<file path="config.mk">
export PLATFORM = sky130hd
export DESIGN_NAME = poc_entry_select
export DESIGN_NICKNAME = d
export VERILOG_FILES = /design/src/rtl/poc_pkg.sv /design/src/rtl/poc_entry_select.sv
export SDC_FILE = /design/constraint.sdc
export NUM_CORES = 1
export LEC_CHECK = 0
export BUFFER_PORTS_ARGS = -buffer_cell sky130_fd_sc_hd__buf_2
export CORE_UTILIZATION = 30
export DETAILED_ROUTE_END_ITERATION = 7
export SYNTH_ARGS = -nofsm -noshare
export SYNTH_HDL_FRONTEND = slang
export SYNTH_SLANG_ARGS = --single-unit
</file>
<file path="constraint.sdc">
create_clock -name vclk -period 2.5
set_input_delay 0.5 -clock vclk [all_inputs]
set_output_delay 0.5 -clock vclk [all_outputs]
set_load 0.01 [all_outputs]
</file>
<file path="src/rtl/poc_pkg.sv">
// ----------------------------------------------------------------------------
// poc_pkg: shared definitions for the palette overlay pixel converter
// Widths, reset values, command and register codes, the scan flag bundle
// and the RGB888 to RGB565 packing function.
// ----------------------------------------------------------------------------
package poc_pkg;

   // Default sizes handed to the top level parameters.
   localparam int PALETTE_DEPTH_DEF = 256;
   localparam int MAX_WIDTH_DEF     = 320;
   localparam int MAX_HEIGHT_DEF    = 240;

   // Field and register widths.
   localparam int INDEX_W = 8;
   localparam int COLOR_W = 24;
   localparam int RGB_W   = 16;
   localparam int COL_W   = 9;
   localparam int LINE_W  = 8;
   localparam int FRAME_W = 16;
   localparam int CSR_IDX_W  = 2;
   localparam int CSR_DATA_W = 9;

   // Command codes carried by an input item.
   localparam logic CMD_PIXEL         = 1'b0;
   localparam logic CMD_PALETTE_WRITE = 1'b1;

   // Configuration register indexes.
   localparam logic [CSR_IDX_W-1:0] REG_LINE_WIDTH       = 2'd0;
   localparam logic [CSR_IDX_W-1:0] REG_FRAME_HEIGHT     = 2'd1;
   localparam logic [CSR_IDX_W-1:0] REG_OVERLAY_BASE     = 2'd2;
   localparam logic [CSR_IDX_W-1:0] REG_BASE_INDEX_LIMIT = 2'd3;

   // Register reset values.
   localparam logic [COL_W-1:0]   LINE_WIDTH_RST       = 9'd320;
   localparam logic [LINE_W-1:0]  FRAME_HEIGHT_RST     = 8'd240;
   localparam logic [INDEX_W-1:0] OVERLAY_BASE_RST     = 8'd220;
   localparam logic [COL_W-1:0]   BASE_INDEX_LIMIT_RST = 9'd240;

   // Overlay indices below this value are visible.
   localparam logic [INDEX_W-1:0] OVERLAY_VISIBLE_BELOW = 8'h10;

   // Masks that keep the top 5 and 6 bits of a color channel.
   localparam logic [7:0] MASK_5BIT = 8'b11111000;
   localparam logic [7:0] MASK_6BIT = 8'b11111100;

   // Position flags of one pixel item.
   typedef struct packed {
      logic                last_in_line;
      logic                last_in_frame;
      logic [FRAME_W-1:0]  frame_number;
   } scan_flags_type;

   // Keep the top 5/6/5 bits of red, green and blue.
   function automatic logic [RGB_W-1:0] pack_rgb565(input logic [COLOR_W-1:0] rgb);
      logic [7:0] red;
      logic [7:0] green;
      logic [7:0] blue;
      red   = rgb[23:16] & MASK_5BIT;
      green = rgb[15:8] & MASK_6BIT;
      blue  = rgb[7:0] & MASK_5BIT;
      return {red[7:3], green[7:2], blue[7:3]};
   endfunction

endpackage

</file>
<file path="src/rtl/poc_entry_select.sv">
// ----------------------------------------------------------------------------
// poc_entry_select: palette entry selection
// Picks the overlay or the base index, applies the base index limit and
// folds the entry number into the palette depth.
// ----------------------------------------------------------------------------
module poc_entry_select #(
   parameter int PALETTE_DEPTH = poc_pkg::PALETTE_DEPTH_DEF,
   parameter int AW            = $clog2(PALETTE_DEPTH)
) (
   input  logic [poc_pkg::INDEX_W-1:0] base_pixel,
   input  logic [poc_pkg::INDEX_W-1:0] overlay_pixel,
   input  logic                        overlay_on,
   input  logic [poc_pkg::INDEX_W-1:0] overlay_base,
   input  logic [poc_pkg::COL_W-1:0]   base_index_limit,
   output logic [AW-1:0]               entry
);

   // Room for the palette depth shifted by the largest reduction step.
   localparam int RED_STEPS = 5;
   localparam int RED_W     = AW + RED_STEPS + 1;

   logic                        overlay_hit;
   logic [poc_pkg::COL_W-1:0]   raw_entry;
   logic [RED_W-1:0]            rem;
   logic [RED_W-1:0]            step_val;

   assign overlay_hit = overlay_on && (overlay_pixel < poc_pkg::OVERLAY_VISIBLE_BELOW);

   // Entry number before folding, at most nine bits.
   always_comb begin
      if (overlay_hit) begin
         raw_entry = {1'b0, overlay_pixel} + {1'b0, overlay_base};
      end else if ({1'b0, base_pixel} < base_index_limit) begin
         raw_entry = {1'b0, base_pixel};
      end else begin
         raw_entry = '0;
      end
   end

   // Remainder by the palette depth: restoring steps over a narrow value.
   always_comb begin
      rem = RED_W'(raw_entry);
      for (int k = RED_STEPS - 1; k >= 0; k--) begin
         step_val = RED_W'(PALETTE_DEPTH) << k;
         if (rem >= step_val) begin
            rem = rem - step_val;
         end
      end
   end

   assign entry = rem[AW-1:0];

endmodule

</file>
==> run metrics <==
outcome=finished, final reports clean; first-pass GRT wire length=about 2300 um; sequential share of power=0%; met3 wire length=between 50 and 60 um; most common cell after layout, fill and taps aside=buf_2; CP max FO=2; setup TNS=0 ps; Sw Pwr=about 82 uW; Die Width=around 45 um; DIE AREA=about 2000 um^2; register area share after synthesis=0%; port bufs=42; synthesis-to-layout area growth=55.6%; Power Internal=around 93 uW; switching fraction of total power=between 40 and 50%; worst hold slack=about 1300 ps; largest net degree at the start of global routing=10; Leak=0.000473 uW; Worst setup SP type=input pin; Setup Viol. Count Final=0; Antenna Diode Count=0; CP required=roughly 2000 ps; Pwr per Cell Area=between 200 and 250 nW/um^2; YS warnings=0; Critical-path top delay cell=fa_2; Worst Hold Path EP=entry[0]; Final nets=166; max_cap viols=0; critical setup path kind=in -> out; Core Rows=15; vias in the first global route=between 600 and 700; Register Area=0 um^2; top sig layer=met3; placed instance count=approximately 140; arrival time worst endpoint=1990 ps; FILL cells=183; Worst-Margin Slew=roughly 360 ps; Rel. slew slack=approximately 76%; GRT Resource Usage Total=around 14%; Vias per Instance=~4.9; DR vias=a little under 700; Gate power share=100.0%; Critical Path Sink Type=output pin; fin crit share=between 90 and 100%; final core utilization=between 40 and 50%; metal2 WL=~770 um; hold path start=base_pixel[0]; Mapped Nets=117; CTS Hold Buffers Added=0; Worst Hold Class=in -> out; most frequent cells in the layout=buf_2 (40), ha_1 (13), inv_1 (7), a22o_1 (7), buf_4 (6); final WL=around 1500 um; max incr delay on CP=approximately 340 ps; Initial Util=roughly a third; initial antenna violation count=0; Metal-1 WL=~670 um; # DRC=0; synth unique cells=26; Pre-antenna DRT Iters=2; footprint of the multi-input gates=around 550 um^2; CP cell instances=buf_6, ha_4, fa_2, a211oi_2, o21bai_1, a21oi_1, xnor2_1, a22o_1, buf_2; GRT Residual Overflow=0; post-synthesis average cell area=roughly 8.2 um^2; Final Hold Fails=0; Setup crit start=overlay_pixel[0]; Die Ht=45.2 um; CLK BUF=0; Peak Freq=between 400 and 500 MHz; Mapped Area=561 um^2; crit path time final=roughly 2500 ps; drt wl/cell=~11 um; Seq Cell Count=0; Hold Path Depth=3; Starting DRT DRC Count=6; synthesized instance count=68; post-route insts no fill=between 100 and 150; VDD IR-drop max=approximately 0.065 mV; core area=between 1500 and 2000 um^2; unrepaired setup endpoints after global routing=yes; HPWL Detailed=~1300 um; Pwr Total=between 150 and 200 uW; num ports=42; layout cells sized above 1=47.8%; final slew viol count=0; post-route ant nets=0; routability cong.=between 0.7 and 0.8; clock network fraction of total power=0%
## timing repair
item / CTS / global route
endpoints found under the setup margin: 5 / 8
pin swaps: 7 / 8
buffers inserted: 1 / 1
resized for setup: 6 / 1
gates cloned: 0 / 0
## cells in the mapped netlist (2+ instances only)
cell	instances	share of area [%]
ha_1	14	31
xnor2_1	3	4.7
nand2_1	2	1.3
nand3_1	3	2.7
a211oi_1	3	4.0
xor2_1	3	4.7
a21oi_1	6	5.4
a21o_1	2	2.7
nor2_1	2	1.3
o21ai_0	2	1.8
inv_1	7	4.7
a22o_1	7	11
## how the worst max path moves through the flow
| stage | endpoint | slack (ps) |
|---|---|---|
| after global routing | entry[6] | -90 |
| after CTS | entry[6] | -30 |
| final | entry[6] | 10 |
| after global placement | entry[6] | -110 |
| after detailed placement | entry[6] | -120 |
| after floorplan | entry[6] | 110 |
## kinds of logic (layout without fill, tap and decap cells)
family | count (synthesis) | count (layout) | synth area share, %
xor+xnor | 6 | 6 | 9.38
fa+ha+maj | 15 | 15 | 34.8
simple gates | 15 | 15 | 18.1
compound gates | 24 | 24 | 31.0
buf+inv | 8 | 55 | 6.70
## metal layers
metal  up-vias  global-route usage (%)
li1        357                       -
met1       314                    17.2
met2        17                    29.0
met3         0                   0.400
met4         0                       0
met5         -                       0
## final cells by class
type	instances	share of cell area, %
inverter	7	3.01
multi-input combinational	60	62.7
tap	25	3.59
timing repair buffer	48	30.7
## stage by stage
stage	area, um^2	setup slack [ps]
after floorplan	561	115
after global placement	821	-110
after detailed placement	821	-118
after CTS	861	-30.4
after global routing	872	-89.0
final	872	10.6
## worst max-delay path: cells and delay by family
family / cells / cell delay (ps)
AO/OA/AOI/OAI: 4 / 640
adder cells (fa/ha/maj): 2 / 490
XOR/XNOR: 1 / 130
buffers and inverters: 2 / 220
## power by group through the flow
stage	registers, uW	clock network, uW	logic (uW)
finish	0	0	175
floorplan	0	0	98.9
global placement	0	0	161
CTS	0	0	171
detailed placement	0	0	164
global route	0	0	194
No activity file was read; power rests on OpenSTA's default activity.
