$ cat src/rtl/poc_pkg.sv
// ----------------------------------------------------------------------------
// poc_pkg: shared definitions for the palette overlay pixel converter
// Widths, reset values, command and register codes, the scan flag bundle
// and the RGB888 to RGB565 packing function.
// ----------------------------------------------------------------------------
package poc_pkg;

   // Default sizes handed to the top level parameters.
   localparam int PALETTE_DEPTH_DEF = 256;
   localparam int MAX_WIDTH_DEF     = 320;
   localparam int MAX_HEIGHT_DEF    = 240;

   // Field and register widths.
   localparam int INDEX_W = 8;
   localparam int COLOR_W = 24;
   localparam int RGB_W   = 16;
   localparam int COL_W   = 9;
   localparam int LINE_W  = 8;
   localparam int FRAME_W = 16;
   localparam int CSR_IDX_W  = 2;
   localparam int CSR_DATA_W = 9;

   // Command codes carried by an input item.
   localparam logic CMD_PIXEL         = 1'b0;
   localparam logic CMD_PALETTE_WRITE = 1'b1;

   // Configuration register indexes.
   localparam logic [CSR_IDX_W-1:0] REG_LINE_WIDTH       = 2'd0;
   localparam logic [CSR_IDX_W-1:0] REG_FRAME_HEIGHT     = 2'd1;
   localparam logic [CSR_IDX_W-1:0] REG_OVERLAY_BASE     = 2'd2;
   localparam logic [CSR_IDX_W-1:0] REG_BASE_INDEX_LIMIT = 2'd3;

   // Register reset values.
   localparam logic [COL_W-1:0]   LINE_WIDTH_RST       = 9'd320;
   localparam logic [LINE_W-1:0]  FRAME_HEIGHT_RST     = 8'd240;
   localparam logic [INDEX_W-1:0] OVERLAY_BASE_RST     = 8'd220;
   localparam logic [COL_W-1:0]   BASE_INDEX_LIMIT_RST = 9'd240;

   // Overlay indices below this value are visible.
   localparam logic [INDEX_W-1:0] OVERLAY_VISIBLE_BELOW = 8'h10;

   // Masks that keep the top 5 and 6 bits of a color channel.
   localparam logic [7:0] MASK_5BIT = 8'b11111000;
   localparam logic [7:0] MASK_6BIT = 8'b11111100;

   // Position flags of one pixel item.
   typedef struct packed {
      logic                last_in_line;
      logic                last_in_frame;
      logic [FRAME_W-1:0]  frame_number;
   } scan_flags_type;

   // Keep the top 5/6/5 bits of red, green and blue.
   function automatic logic [RGB_W-1:0] pack_rgb565(input logic [COLOR_W-1:0] rgb);
      logic [7:0] red;
      logic [7:0] green;
      logic [7:0] blue;
      red   = rgb[23:16] & MASK_5BIT;
      green = rgb[15:8] & MASK_6BIT;
      blue  = rgb[7:0] & MASK_5BIT;
      return {red[7:3], green[7:2], blue[7:3]};
   endfunction

endpackage

$ cat src/rtl/poc_palette_ram.sv
// ----------------------------------------------------------------------------
// poc_palette_ram: palette storage
// Single write port and single read port, read data registered and held
// until the next read.
// ----------------------------------------------------------------------------
module poc_palette_ram #(
   parameter int PALETTE_DEPTH = poc_pkg::PALETTE_DEPTH_DEF,
   parameter int AW            = $clog2(PALETTE_DEPTH)
) (
   input  logic                      clock,
   input  logic                      wr_en,
   input  logic [AW-1:0]             wr_addr,
   input  logic [poc_pkg::RGB_W-1:0] wr_data,
   input  logic                      rd_en,
   input  logic [AW-1:0]             rd_addr,
   output logic [poc_pkg::RGB_W-1:0] rd_data
);

   logic [poc_pkg::RGB_W-1:0] mem_ff [PALETTE_DEPTH];
   logic [poc_pkg::RGB_W-1:0] rd_data_ff;

   // Write port.
   always_ff @(posedge clock) begin
      if (wr_en) begin
         mem_ff[wr_addr] <= wr_data;
      end
   end

   // Read port; the data stays until the next read.
   always_ff @(posedge clock) begin
      if (rd_en) begin
         rd_data_ff <= mem_ff[rd_addr];
      end
   end

   assign rd_data = rd_data_ff;

endmodule

$ cat config.mk
export PLATFORM = sky130hd
export DESIGN_NAME = poc_palette_ram
export DESIGN_NICKNAME = d
export VERILOG_FILES = /design/src/rtl/poc_pkg.sv /design/src/rtl/poc_palette_ram.sv
export SDC_FILE = /design/constraint.sdc
export NUM_CORES = 2
export LEC_CHECK = 0
export BUFFER_PORTS_ARGS = -buffer_cell sky130_fd_sc_hd__buf_2
export CAP_MARGIN = 20
export CORE_MARGIN = 10
export CORE_UTILIZATION = 65
export CTS_BUF_LIST = sky130_fd_sc_hd__clkbuf_16
export DETAILED_ROUTE_END_ITERATION = 12
export GPL_ROUTABILITY_DRIVEN = 0
export GPL_TIMING_DRIVEN = 1
export PLACE_DENSITY_LB_ADDON = 0.12
export SETUP_SLACK_MARGIN = 0.05
export SLEW_MARGIN = 20
export SYNTH_ARGS = -nofsm -noshare
export SYNTH_HDL_FRONTEND = slang
export SYNTH_SLANG_ARGS = --single-unit
$ cat constraint.sdc
create_clock -name clock -period 4.2 [get_ports clock]
set_clock_uncertainty 0.15 [all_clocks]
set_input_delay 0.63 -clock clock [delete_from_list [all_inputs] [get_ports clock]]
set_output_delay 0.63 -clock clock [all_outputs]
set_load 0.005 [all_outputs]
==> parameters.txt <==
Parameter                              Value

Outcome
  Outcome    completed

Route
  Number of DRC markers after the initial detailed-route iteration    13,488
  Detailed-route via count    81,964
  Total Routed Length    420,000 µm
  ANT nets after route    0
  Average detailed-routed wire length per instance    36.3 µm
  Post-route DRC    0
  Number of search-and-repair iterations in the first detailed-routing pass    5
  Via density per instance    7.09

STA
  Final Hold Violating Endpoints    0
  Highest attainable clock frequency    0.279 GHz
  Slew HR    0.147
  Setup repair after global routing missed its margin    false
  Final WS setup    613 ps
  Part of the cycle the worst path needs    0.854
  Number of max-slew violations in the final report    0
  Count of final setup violators    0
  Worst-margin pin slew    1280 ps
  Final period demand of the worst path    3590 ps

GRT
  Met1 track demand over resource    0.456
  Grt peak-use layer    met2
  Remaining Overflow, GRT    0
  Initial antenna violation count    27
  Global-route wire length before repair    601,000 µm
  Via count of the first global-routing pass    80,979
  Total Routing Usage GR    0.317
  GRT met3 Usage    0.0733
  Pin count of the biggest net entering global routing    133
  GRT met2 Usage    0.486

Setup path
  Startpoint type of the worst setup path    input pin
  Capture point of the worst reg-to-reg path    rd_data[8]$_DFFE_PP_
  CP Data Arrival Time    4190 ps
  Worst setup path category    in2reg
  Crit path required time    4800 ps
  Setup slack on the worst flop-to-flop path    700 ps
  Largest fanout on the critical path    37
  Worst reg2reg startpoint    mem_ff[3][8]$_DFFE_PP_
  Worst reg2reg path depth    7
  Setup crit end kind    register

Yosys
  Sequential-to-total area share from yosys stat    0.777
  Flip-flop and latch count after synthesis    4,112
  YS warnings    0
  Ys flop type    edfxtp_1
  Gate count of the mapped netlist    7,360
  Syn avg cell area    21.6 µm²
  Post-synth ARST share    0
  Synth cell types    51
  Total nets after synthesis    7,395
  Count of flip-flops with a built-in enable after synthesis    4,112
  Summed instance area of the synthesized netlist    159,000 µm²

Power and ir drop
  Internal power consumption    67.3 mW
  Psw    17.9 mW
  Sequential Power Share    0.531
  Standby leakage power    58.2 nW
  Share of total power in combinational logic    0.051
  PwrDens    474 nW/µm²
  Switching Share    0.210
  Worst VDD drop    0.000388 V
  Clock share of power    0.417

CTS
  Clock Root Buffer    clkbuf_16
  H-tree lvl count    5
  Clock slew at reported path FFs    60 ps
  Number of clock buffers inserted by TritonCTS    412
  TritonCTS clock tree    yes
  Number of sinks handled by clock tree synthesis    4,112
  Gates resized, CTS repair    0
  Number of buffers between clock root and the deepest sink    4
  Latest clock arrival within the worst-skew pair    990 ps

Hold path
  Beginning of the worst hold path    wr_data[3]
  Hold-critical path endpoint    mem_ff[226][3]$_DFFE_PP_
  Kind of path behind the tightest hold check    in2reg
  Hold path depth    1

Floorplan
  Initial Utilization    0.653
  Core Area    243,000 µm²
  Die extent in x    514 µm
  Number of top-level pins    51
  Cell row count    181
  Die Y    514 µm
  Die Footprint    265,000 µm²

Finish
  Most common cell after layout, fill and taps aside    edfxtp_1
  Net count, final    8,059
  Layout-stage area growth over the synthesis result    13.2%
  Most frequent cells in the layout    edfxtp_1, mux4_2, buf_4
  Final Util    0.739
  Fraction of final layout cells with drive strength greater than 1    0.266

Run
  Max-cap violations    0

Place
  Port-buffer cells    50
  Placement Setup Slack    -253 ps
  Post-DP HPWL    251,000 µm
-- final cells by class --
type	count	area, µm²
clock inverters	319	2490
fillers	13434	63400
clock buffers	420	10500
multi-input cells	2792	32900
flip-flops and latches	4112	123000
well taps	3202	4010
diodes	13	32.5
inverters	4	27.5
repair buffers	702	6320
-- routing by layer --
layer | wire [µm] | part of all wire | vias up
met5 | 92 | 0.00022 | -
met4 | 18300 | 0.044 | 14
met3 | 52000 | 0.12 | 891
met2 | 198000 | 0.47 | 5628
met1 | 152000 | 0.36 | 42812
li1 | - | - | 32619
-- power groups by stage --
| stage | clock network [mW] | logic, mW | registers, mW |
|---|---|---|---|
| 2_1_floorplan | 0 | 2.23 | 46.2 |
| 5_1_grt | 37.5 | 4.53 | 45.3 |
| 4_1_cts | 35.8 | 4.33 | 45.3 |
| 3_5_place_dp | 0 | 4.30 | 46.2 |
| 6_report | 35.6 | 4.37 | 45.3 |
| 3_3_place_gp | 0 | 4.21 | 46.2 |
-- flip-flops by register name (all words and copies together) (netlist names) --
name	count
mem_ff	4096
rd_data	16
-- worst max-delay path, cell delays in order --
cell and delay, ps:
buf_8 300, buf_12 200, nand2b_4 260, buf_12 300
buf_4 240, o221ai_1 300, o22ai_1 140, o21ai_0 770
nand4_1 470, nor4_1 460
-- synth_stat cells (all sizes together), types with 2 or more instances --
cell type  number  area share
a31oi           6     0.00024
o22ai         148      0.0058
nand4          26      0.0010
nor4bb          2     0.00013
a21oi         175      0.0055
and3           11     0.00043
or2             5     0.00020
and4            2     0.00011
a22o           32      0.0018
mux2           88      0.0062
inv             4    0.000094
clkbuf        230      0.0054
o31ai          16     0.00076
mux4          797        0.11
or3             2    0.000079
o32ai          21      0.0012
a21o            2    0.000094
and2            2    0.000079
nor4           18     0.00075
edfxtp       4112        0.78
buf           222       0.011
nand3          35      0.0011
a221oi         28      0.0015
mux2i         565       0.036
a22oi          43      0.0020
a211oi         18     0.00085
nor2b           9     0.00035
o21ai          38      0.0012
a2111oi         6     0.00033
nor2          304      0.0072
o221ai        253       0.014
nand2b          3     0.00012
nor3           92      0.0029
nand2          38     0.00090
nand4b          3     0.00017
-- kinds of logic (layout without fill, tap and decap cells) --
kind of cell    count (synthesis)  in the layout  synth area share
simple gates                  556            556            0.0157
compound gates                786            786            0.0353
flops                        4112           4112             0.777
mux                          1450           1450             0.155
other cells                     0             13                 0
buf+inv                       456           1445            0.0169
-- metrics by stage --
step           setup TNS [ps]  instances  hold WS (ps)  instance area [µm²]  power [mW]
2_1_floorplan               0       7360           579               159000        48.4
3_3_place_gp             -345      10805           954               167000        50.4
3_5_place_dp             -559      10805           949               167000        50.5
4_1_cts                     0      11550          10.5               180000        85.4
5_1_grt                     0      11558          7.33               180000        87.3
6_report                    0      11564          23.8               180000        85.3
-- worst max-delay path by stage --
stage | startpoint | slack [ps] | end
floorplan | rd_addr[0] | 1170 | rd_data[4]$_DFFE_PP_
global placement | rd_addr[0] | -190 | rd_data[8]$_DFFE_PP_
detailed placement | rd_addr[1] | -250 | rd_data[9]$_DFFE_PP_
CTS | rd_addr[1] | 710 | rd_data[9]$_DFFE_PP_
global route | rd_addr[1] | 600 | rd_data[9]$_DFFE_PP_
finish | rd_addr[1] | 610 | rd_data[9]$_DFFE_PP_
-- repair_timing --
action                                 CTS  global route
hold buffers                             6             0
endpoints found under the hold margin   92             0
setup buffers                            0             0
No activity file was read; power rests on OpenSTA's default activity.
