--- config.mk ---
export PLATFORM = sky130hd
export DESIGN_NAME = poc_scan_counter
export DESIGN_NICKNAME = d
export VERILOG_FILES = /design/src/rtl/poc_pkg.sv /design/src/rtl/poc_scan_counter.sv
export SDC_FILE = /design/constraint.sdc
export NUM_CORES = 1
export LEC_CHECK = 0
export ABC_AREA = 1
export ABC_CLOCK_PERIOD_IN_PS = 4190
export BUFFER_PORTS_ARGS = -buffer_cell sky130_fd_sc_hd__buf_2
export CAP_MARGIN = 30
export CORE_UTILIZATION = 30
export CTS_CLUSTER_DIAMETER = 100
export CTS_CLUSTER_SIZE = 16
export DETAILED_ROUTE_END_ITERATION = 7
export GPL_ROUTABILITY_DRIVEN = 0
export PLACE_DENSITY = 0.52
export REMOVE_ABC_BUFFERS = 1
export SLEW_MARGIN = 20
export SYNTH_ARGS = -nofsm -noshare
export SYNTH_HDL_FRONTEND = slang
export SYNTH_SLANG_ARGS = --single-unit
--- constraint.sdc ---
create_clock -name clock -period 4.19 [get_ports clock]
set_input_delay 0.6285 -clock clock [delete_from_list [all_inputs] [get_ports clock]]
set_output_delay 0.6285 -clock clock [all_outputs]
set_load 0.02 [all_outputs]
--- src/rtl/poc_pkg.sv ---
// ----------------------------------------------------------------------------
// poc_pkg: shared definitions for the palette overlay pixel converter
// Widths, reset values, command and register codes, the scan flag bundle
// and the RGB888 to RGB565 packing function.
// ----------------------------------------------------------------------------
package poc_pkg;

   // Default sizes handed to the top level parameters.
   localparam int PALETTE_DEPTH_DEF = 256;
   localparam int MAX_WIDTH_DEF     = 320;
   localparam int MAX_HEIGHT_DEF    = 240;

   // Field and register widths.
   localparam int INDEX_W = 8;
   localparam int COLOR_W = 24;
   localparam int RGB_W   = 16;
   localparam int COL_W   = 9;
   localparam int LINE_W  = 8;
   localparam int FRAME_W = 16;
   localparam int CSR_IDX_W  = 2;
   localparam int CSR_DATA_W = 9;

   // Command codes carried by an input item.
   localparam logic CMD_PIXEL         = 1'b0;
   localparam logic CMD_PALETTE_WRITE = 1'b1;

   // Configuration register indexes.
   localparam logic [CSR_IDX_W-1:0] REG_LINE_WIDTH       = 2'd0;
   localparam logic [CSR_IDX_W-1:0] REG_FRAME_HEIGHT     = 2'd1;
   localparam logic [CSR_IDX_W-1:0] REG_OVERLAY_BASE     = 2'd2;
   localparam logic [CSR_IDX_W-1:0] REG_BASE_INDEX_LIMIT = 2'd3;

   // Register reset values.
   localparam logic [COL_W-1:0]   LINE_WIDTH_RST       = 9'd320;
   localparam logic [LINE_W-1:0]  FRAME_HEIGHT_RST     = 8'd240;
   localparam logic [INDEX_W-1:0] OVERLAY_BASE_RST     = 8'd220;
   localparam logic [COL_W-1:0]   BASE_INDEX_LIMIT_RST = 9'd240;

   // Overlay indices below this value are visible.
   localparam logic [INDEX_W-1:0] OVERLAY_VISIBLE_BELOW = 8'h10;

   // Masks that keep the top 5 and 6 bits of a color channel.
   localparam logic [7:0] MASK_5BIT = 8'b11111000;
   localparam logic [7:0] MASK_6BIT = 8'b11111100;

   // Position flags of one pixel item.
   typedef struct packed {
      logic                last_in_line;
      logic                last_in_frame;
      logic [FRAME_W-1:0]  frame_number;
   } scan_flags_type;

   // Keep the top 5/6/5 bits of red, green and blue.
   function automatic logic [RGB_W-1:0] pack_rgb565(input logic [COLOR_W-1:0] rgb);
      logic [7:0] red;
      logic [7:0] green;
      logic [7:0] blue;
      red   = rgb[23:16] & MASK_5BIT;
      green = rgb[15:8] & MASK_6BIT;
      blue  = rgb[7:0] & MASK_5BIT;
      return {red[7:3], green[7:2], blue[7:3]};
   endfunction

endpackage

--- src/rtl/poc_scan_counter.sv ---
// ----------------------------------------------------------------------------
// poc_scan_counter: column, line and frame counters
// Flags the last pixel of a line and of a frame and counts frames.
// ----------------------------------------------------------------------------
module poc_scan_counter #(
   parameter int MAX_WIDTH  = poc_pkg::MAX_WIDTH_DEF,
   parameter int MAX_HEIGHT = poc_pkg::MAX_HEIGHT_DEF
) (
   input  logic                         clock,
   input  logic                         reset,
   input  logic                         advance,
   input  logic [poc_pkg::COL_W-1:0]    line_width,
   input  logic [poc_pkg::LINE_W-1:0]   frame_height,
   output poc_pkg::scan_flags_type      flags
);

   localparam int WCMP_W = ($clog2(MAX_WIDTH + 1) > poc_pkg::COL_W) ?
                           $clog2(MAX_WIDTH + 1) : poc_pkg::COL_W;
   localparam int HCMP_W = ($clog2(MAX_HEIGHT + 1) > poc_pkg::LINE_W) ?
                           $clog2(MAX_HEIGHT + 1) : poc_pkg::LINE_W;

   logic [poc_pkg::COL_W-1:0]   col_ff, col_in;
   logic [poc_pkg::LINE_W-1:0]  line_ff, line_in;
   logic [poc_pkg::FRAME_W-1:0] frame_ff, frame_in;
   logic [poc_pkg::COL_W-1:0]   width_eff;
   logic [poc_pkg::LINE_W-1:0]  height_eff;
   logic                        eol;
   logic                        eof;

   // Saturate the line width to one through MAX_WIDTH.
   always_comb begin
      if (line_width == '0) begin
         width_eff = poc_pkg::COL_W'(1);
      end else if (WCMP_W'(line_width) > WCMP_W'(MAX_WIDTH)) begin
         width_eff = poc_pkg::COL_W'(MAX_WIDTH);
      end else begin
         width_eff = line_width;
      end
   end

   // Saturate the frame height to one through MAX_HEIGHT.
   always_comb begin
      if (frame_height == '0) begin
         height_eff = poc_pkg::LINE_W'(1);
      end else if (HCMP_W'(frame_height) > HCMP_W'(MAX_HEIGHT)) begin
         height_eff = poc_pkg::LINE_W'(MAX_HEIGHT);
      end else begin
         height_eff = frame_height;
      end
   end

   // A counter at or past the end closes its line or frame.
   assign eol = ({1'b0, col_ff} + 10'd1) >= {1'b0, width_eff};
   assign eof = eol && (({1'b0, line_ff} + 9'd1) >= {1'b0, height_eff});

   assign flags.last_in_line  = eol;
   assign flags.last_in_frame = eof;
   assign flags.frame_number  = frame_ff;

   // Counter updates for an accepted pixel item.
   always_comb begin
      col_in   = col_ff;
      line_in  = line_ff;
      frame_in = frame_ff;
      if (advance) begin
         if (eol) begin
            col_in = '0;
            if (eof) begin
               line_in  = '0;
               frame_in = frame_ff + 1'b1;
            end else begin
               line_in = line_ff + 1'b1;
            end
         end else begin
            col_in = col_ff + 1'b1;
         end
      end
   end

   always_ff @(posedge clock) begin
      if (reset) begin
         col_ff   <= '0;
         line_ff  <= '0;
         frame_ff <= '0;
      end else begin
         col_ff   <= col_in;
         line_ff  <= line_in;
         frame_ff <= frame_in;
      end
   end

endmodule

==> results.yml <==
outcome:
  status: "complete, no violations"
sta:
  finalSetupTns_ps: 0
  skew_ps: 8.41
  drv_slew: 0
  whs_ps: 488
  fmax_mhz: 289
  hold_viol_final: 0
  layout_setup_ws_ps: 730
  tightest_slew_ps: 559
  rsz0062_at_grt: "false"
  setup_viol: 0
  max-slew-margin-rel_pct: 62.5
  finalCritPeriodShare_pct: 82.6
  period_minus_slack_ps: 3460
die:
  fp.coreArea_sq_um: 8260
  die_w_um: 94.4
  dieArea_sq_um: 8920
  die_y_um: 94.4
  rows: 33
  io_pins: 38
  initial_core_util_pct: 31.0
power:
  internal_power_w: 0.000489
  pwr-share-comb_pct: 10.7
  peakVddDrop_mv: 0.149
  finalPower_w: 0.000655
  p_leak_nw: 1.38
  switching_power_w: 0.000166
  clock_power_share_pct: 40.7
  p_per_area_nw_per_um2: 225
  p_sw_share_pct: 25.4
  pwr-share-seq_pct: 48.6
critical_path:
  rrSetupSlack_ps: 1270
  rr_startpoint: "line_ff[0]"
  crit_required_ps: 3560
  cp.arrival_ps: 2830
  startpoint_type: "flop"
  cp-startpoint: "line_ff[0]"
  rr_worst_depth: 15
  setup.worst_path.class: "reg -> out"
  path_max_fanout: 23
  timing.rr.end: "frame_ff[14]"
  crit_path_end_kind: "primary output"
synth:
  post-synth-top-area-cell: "dfxtp_1"
  avgSynthCellArea_sq_um: 6.69
  synth.area.top_cells: "dfxtp_1, nand2_1, ha_1"
  seq_area_frac_synth_pct: 25.8
  synth_area_sq_um: 2560
  netlist_instances: 383
  synth_warnings: 0
  yosysUniqueCellTypes: 32
  synth_top_area_share_pct: 25.8
  ys_ff_latch: 33
placement:
  dpl_worst_slack_ps: 755
  dp_hpwl_um: 4350
  numPortBuffers: 37
clocking:
  h-tree-depth: 2
  clkLatencyLatePin_ps: 290
  post_cts_buffers: 0
  clkSlewWorstSetupHoldPaths_ps: 70
  ctsHoldBuffers: 0
  cts_tree: "done"
  clock_path_buffers: 2
  cts-root-buf: "clkbuf_8"
  cts-resized-gates: 0
  cts_buffers: 5
  cts_sinks: 33
detailed_routing:
  dr.first_iter.drc_count: 96
  postRouteAntennaNets: 0
  dr_total_vias: 2402
  wl_um: 5710
  vias_per_cell: 4.61
  wl_per_cell_um: 11.0
  dr.pass1.iters: 4
  drc: 0
final_layout:
  layout.nets: 455
  drive_gt1_share_pct: 19.5
  syn_to_final_growth_pct: 13.8
  fill_cells: 949
  num_antenna_cells: 0
  fin_util_pct: 35.3
job:
  maxCapViolCount: 0
global_route:
  overflow: 0
  grt_pass1_wl_um: 9540
  antenna_found_initial: 0
  grt_pass1_vias: 2188
  grtUsageTotal_pct: 13.5
  grt_max_degree: 24
hold_path:
  holdPathStages: 2
  hold_start: "col_ff[1]"
  hold_path_class: "reg -> reg"
  hold_end: "col_ff[1]"
## cell type report
class	count	area [sq um]	share of cell area (%)
multi-input combinational	282	1620	55.5
sequential	33	661	22.7
inverter	54	203	6.95
timing repair buffer	39	200	6.87
tap	105	131	4.51
clock buffer	7	96.3	3.30
clock inverter	1	5.00	0.172
## worst max-delay path, cell delays in order (launching register included)
cell	delay (ps)
dfxtp_1	410
ha_1	220
nand2_1	100
nor2_4	150
nand3_1	100
xor2_1	230
ha_1	300
a21o_1	180
nand3_2	70
nand2_2	60
nor2_4	120
nand3_4	250
nand2_1	150
inv_1	40
buf_2	150
## power groups by stage
stage               registers, W  clock network [W]  logic [W]
floorplan               0.000325                  0  0.0000418
global route            0.000319           0.000290  0.0000814
global placement        0.000326                  0  0.0000694
CTS                     0.000319           0.000274  0.0000712
finish                  0.000319           0.000267  0.0000699
detailed placement      0.000326                  0  0.0000710
## worst max-delay path by stage
stage,slack [ps],depth (start not counted),end
3_3_place_gp,790,20,flags[16]
3_5_place_dp,760,20,flags[16]
6_report,730,14,flags[16]
5_1_grt,500,14,flags[16]
2_1_floorplan,1060,15,flags[16]
4_1_cts,700,14,flags[16]
## kinds of logic after synthesis
kind of cell	count (synthesis)	share of synthesized area [%]
flops	33	25.8
buf+inv	68	11.0
xor+xnor	23	7.86
simple gates	206	37.3
fa+ha+maj	20	9.77
compound gates	33	8.25
## cell usage in the layout (no fill, tap or decap), drive strengths merged, types with 4 or more instances in the layout
cell type  count
a21oi         27
buf           39
clkbuf         7
dfxtp         33
ha            20
inv           53
nand2        109
nand3         23
nand4         20
nor2          42
nor3           9
xnor2          4
xor2          19
## cell usage after synthesis
cell type,instances
nand2_1,97
inv_2,3
a21o_1,2
xor2_1,19
a21oi_2,9
o21ai_0,2
nand3_4,1
clkinv_1,1
nand3_2,2
xnor2_1,4
or4_1,1
nor2_1,38
buf_8,1
buf_4,3
buf_2,4
nor2_2,2
nor3_1,7
nor2_4,2
nand3b_1,1
buf_1,1
nor3_2,2
o221ai_1,1
nand4_1,20
nor4_1,1
clkbuf_1,5
ha_1,20
nand2_2,12
dfxtp_1,33
a21oi_1,18
nand3_1,20
a31o_2,1
inv_1,50
## per-stage QoR
| stage | cell area, sq um | std cells |
|---|---|---|
| floorplan | 2480 | 369 |
| global placement | 2810 | 513 |
| detailed placement | 2810 | 513 |
| CTS | 2920 | 521 |
| global route | 2920 | 521 |
| finish | 2920 | 521 |
## registers in the layout (all words and copies together) (netlist names)
register  flops
line_ff       8
col_ff        9
frame_ff     16
## layer usage
layer / vias to the layer above / global-route usage [%] / routed length [um]
li1: 1292 / - / -
met1: 1070 / 17.2 / 2770
met2: 35 / 22.7 / 2710
met3: 5 / 2.74 / 187
met4: 0 / 4.10 / 42
met5: - / 0 / 0
No activity file was read; power rests on OpenSTA's default activity.
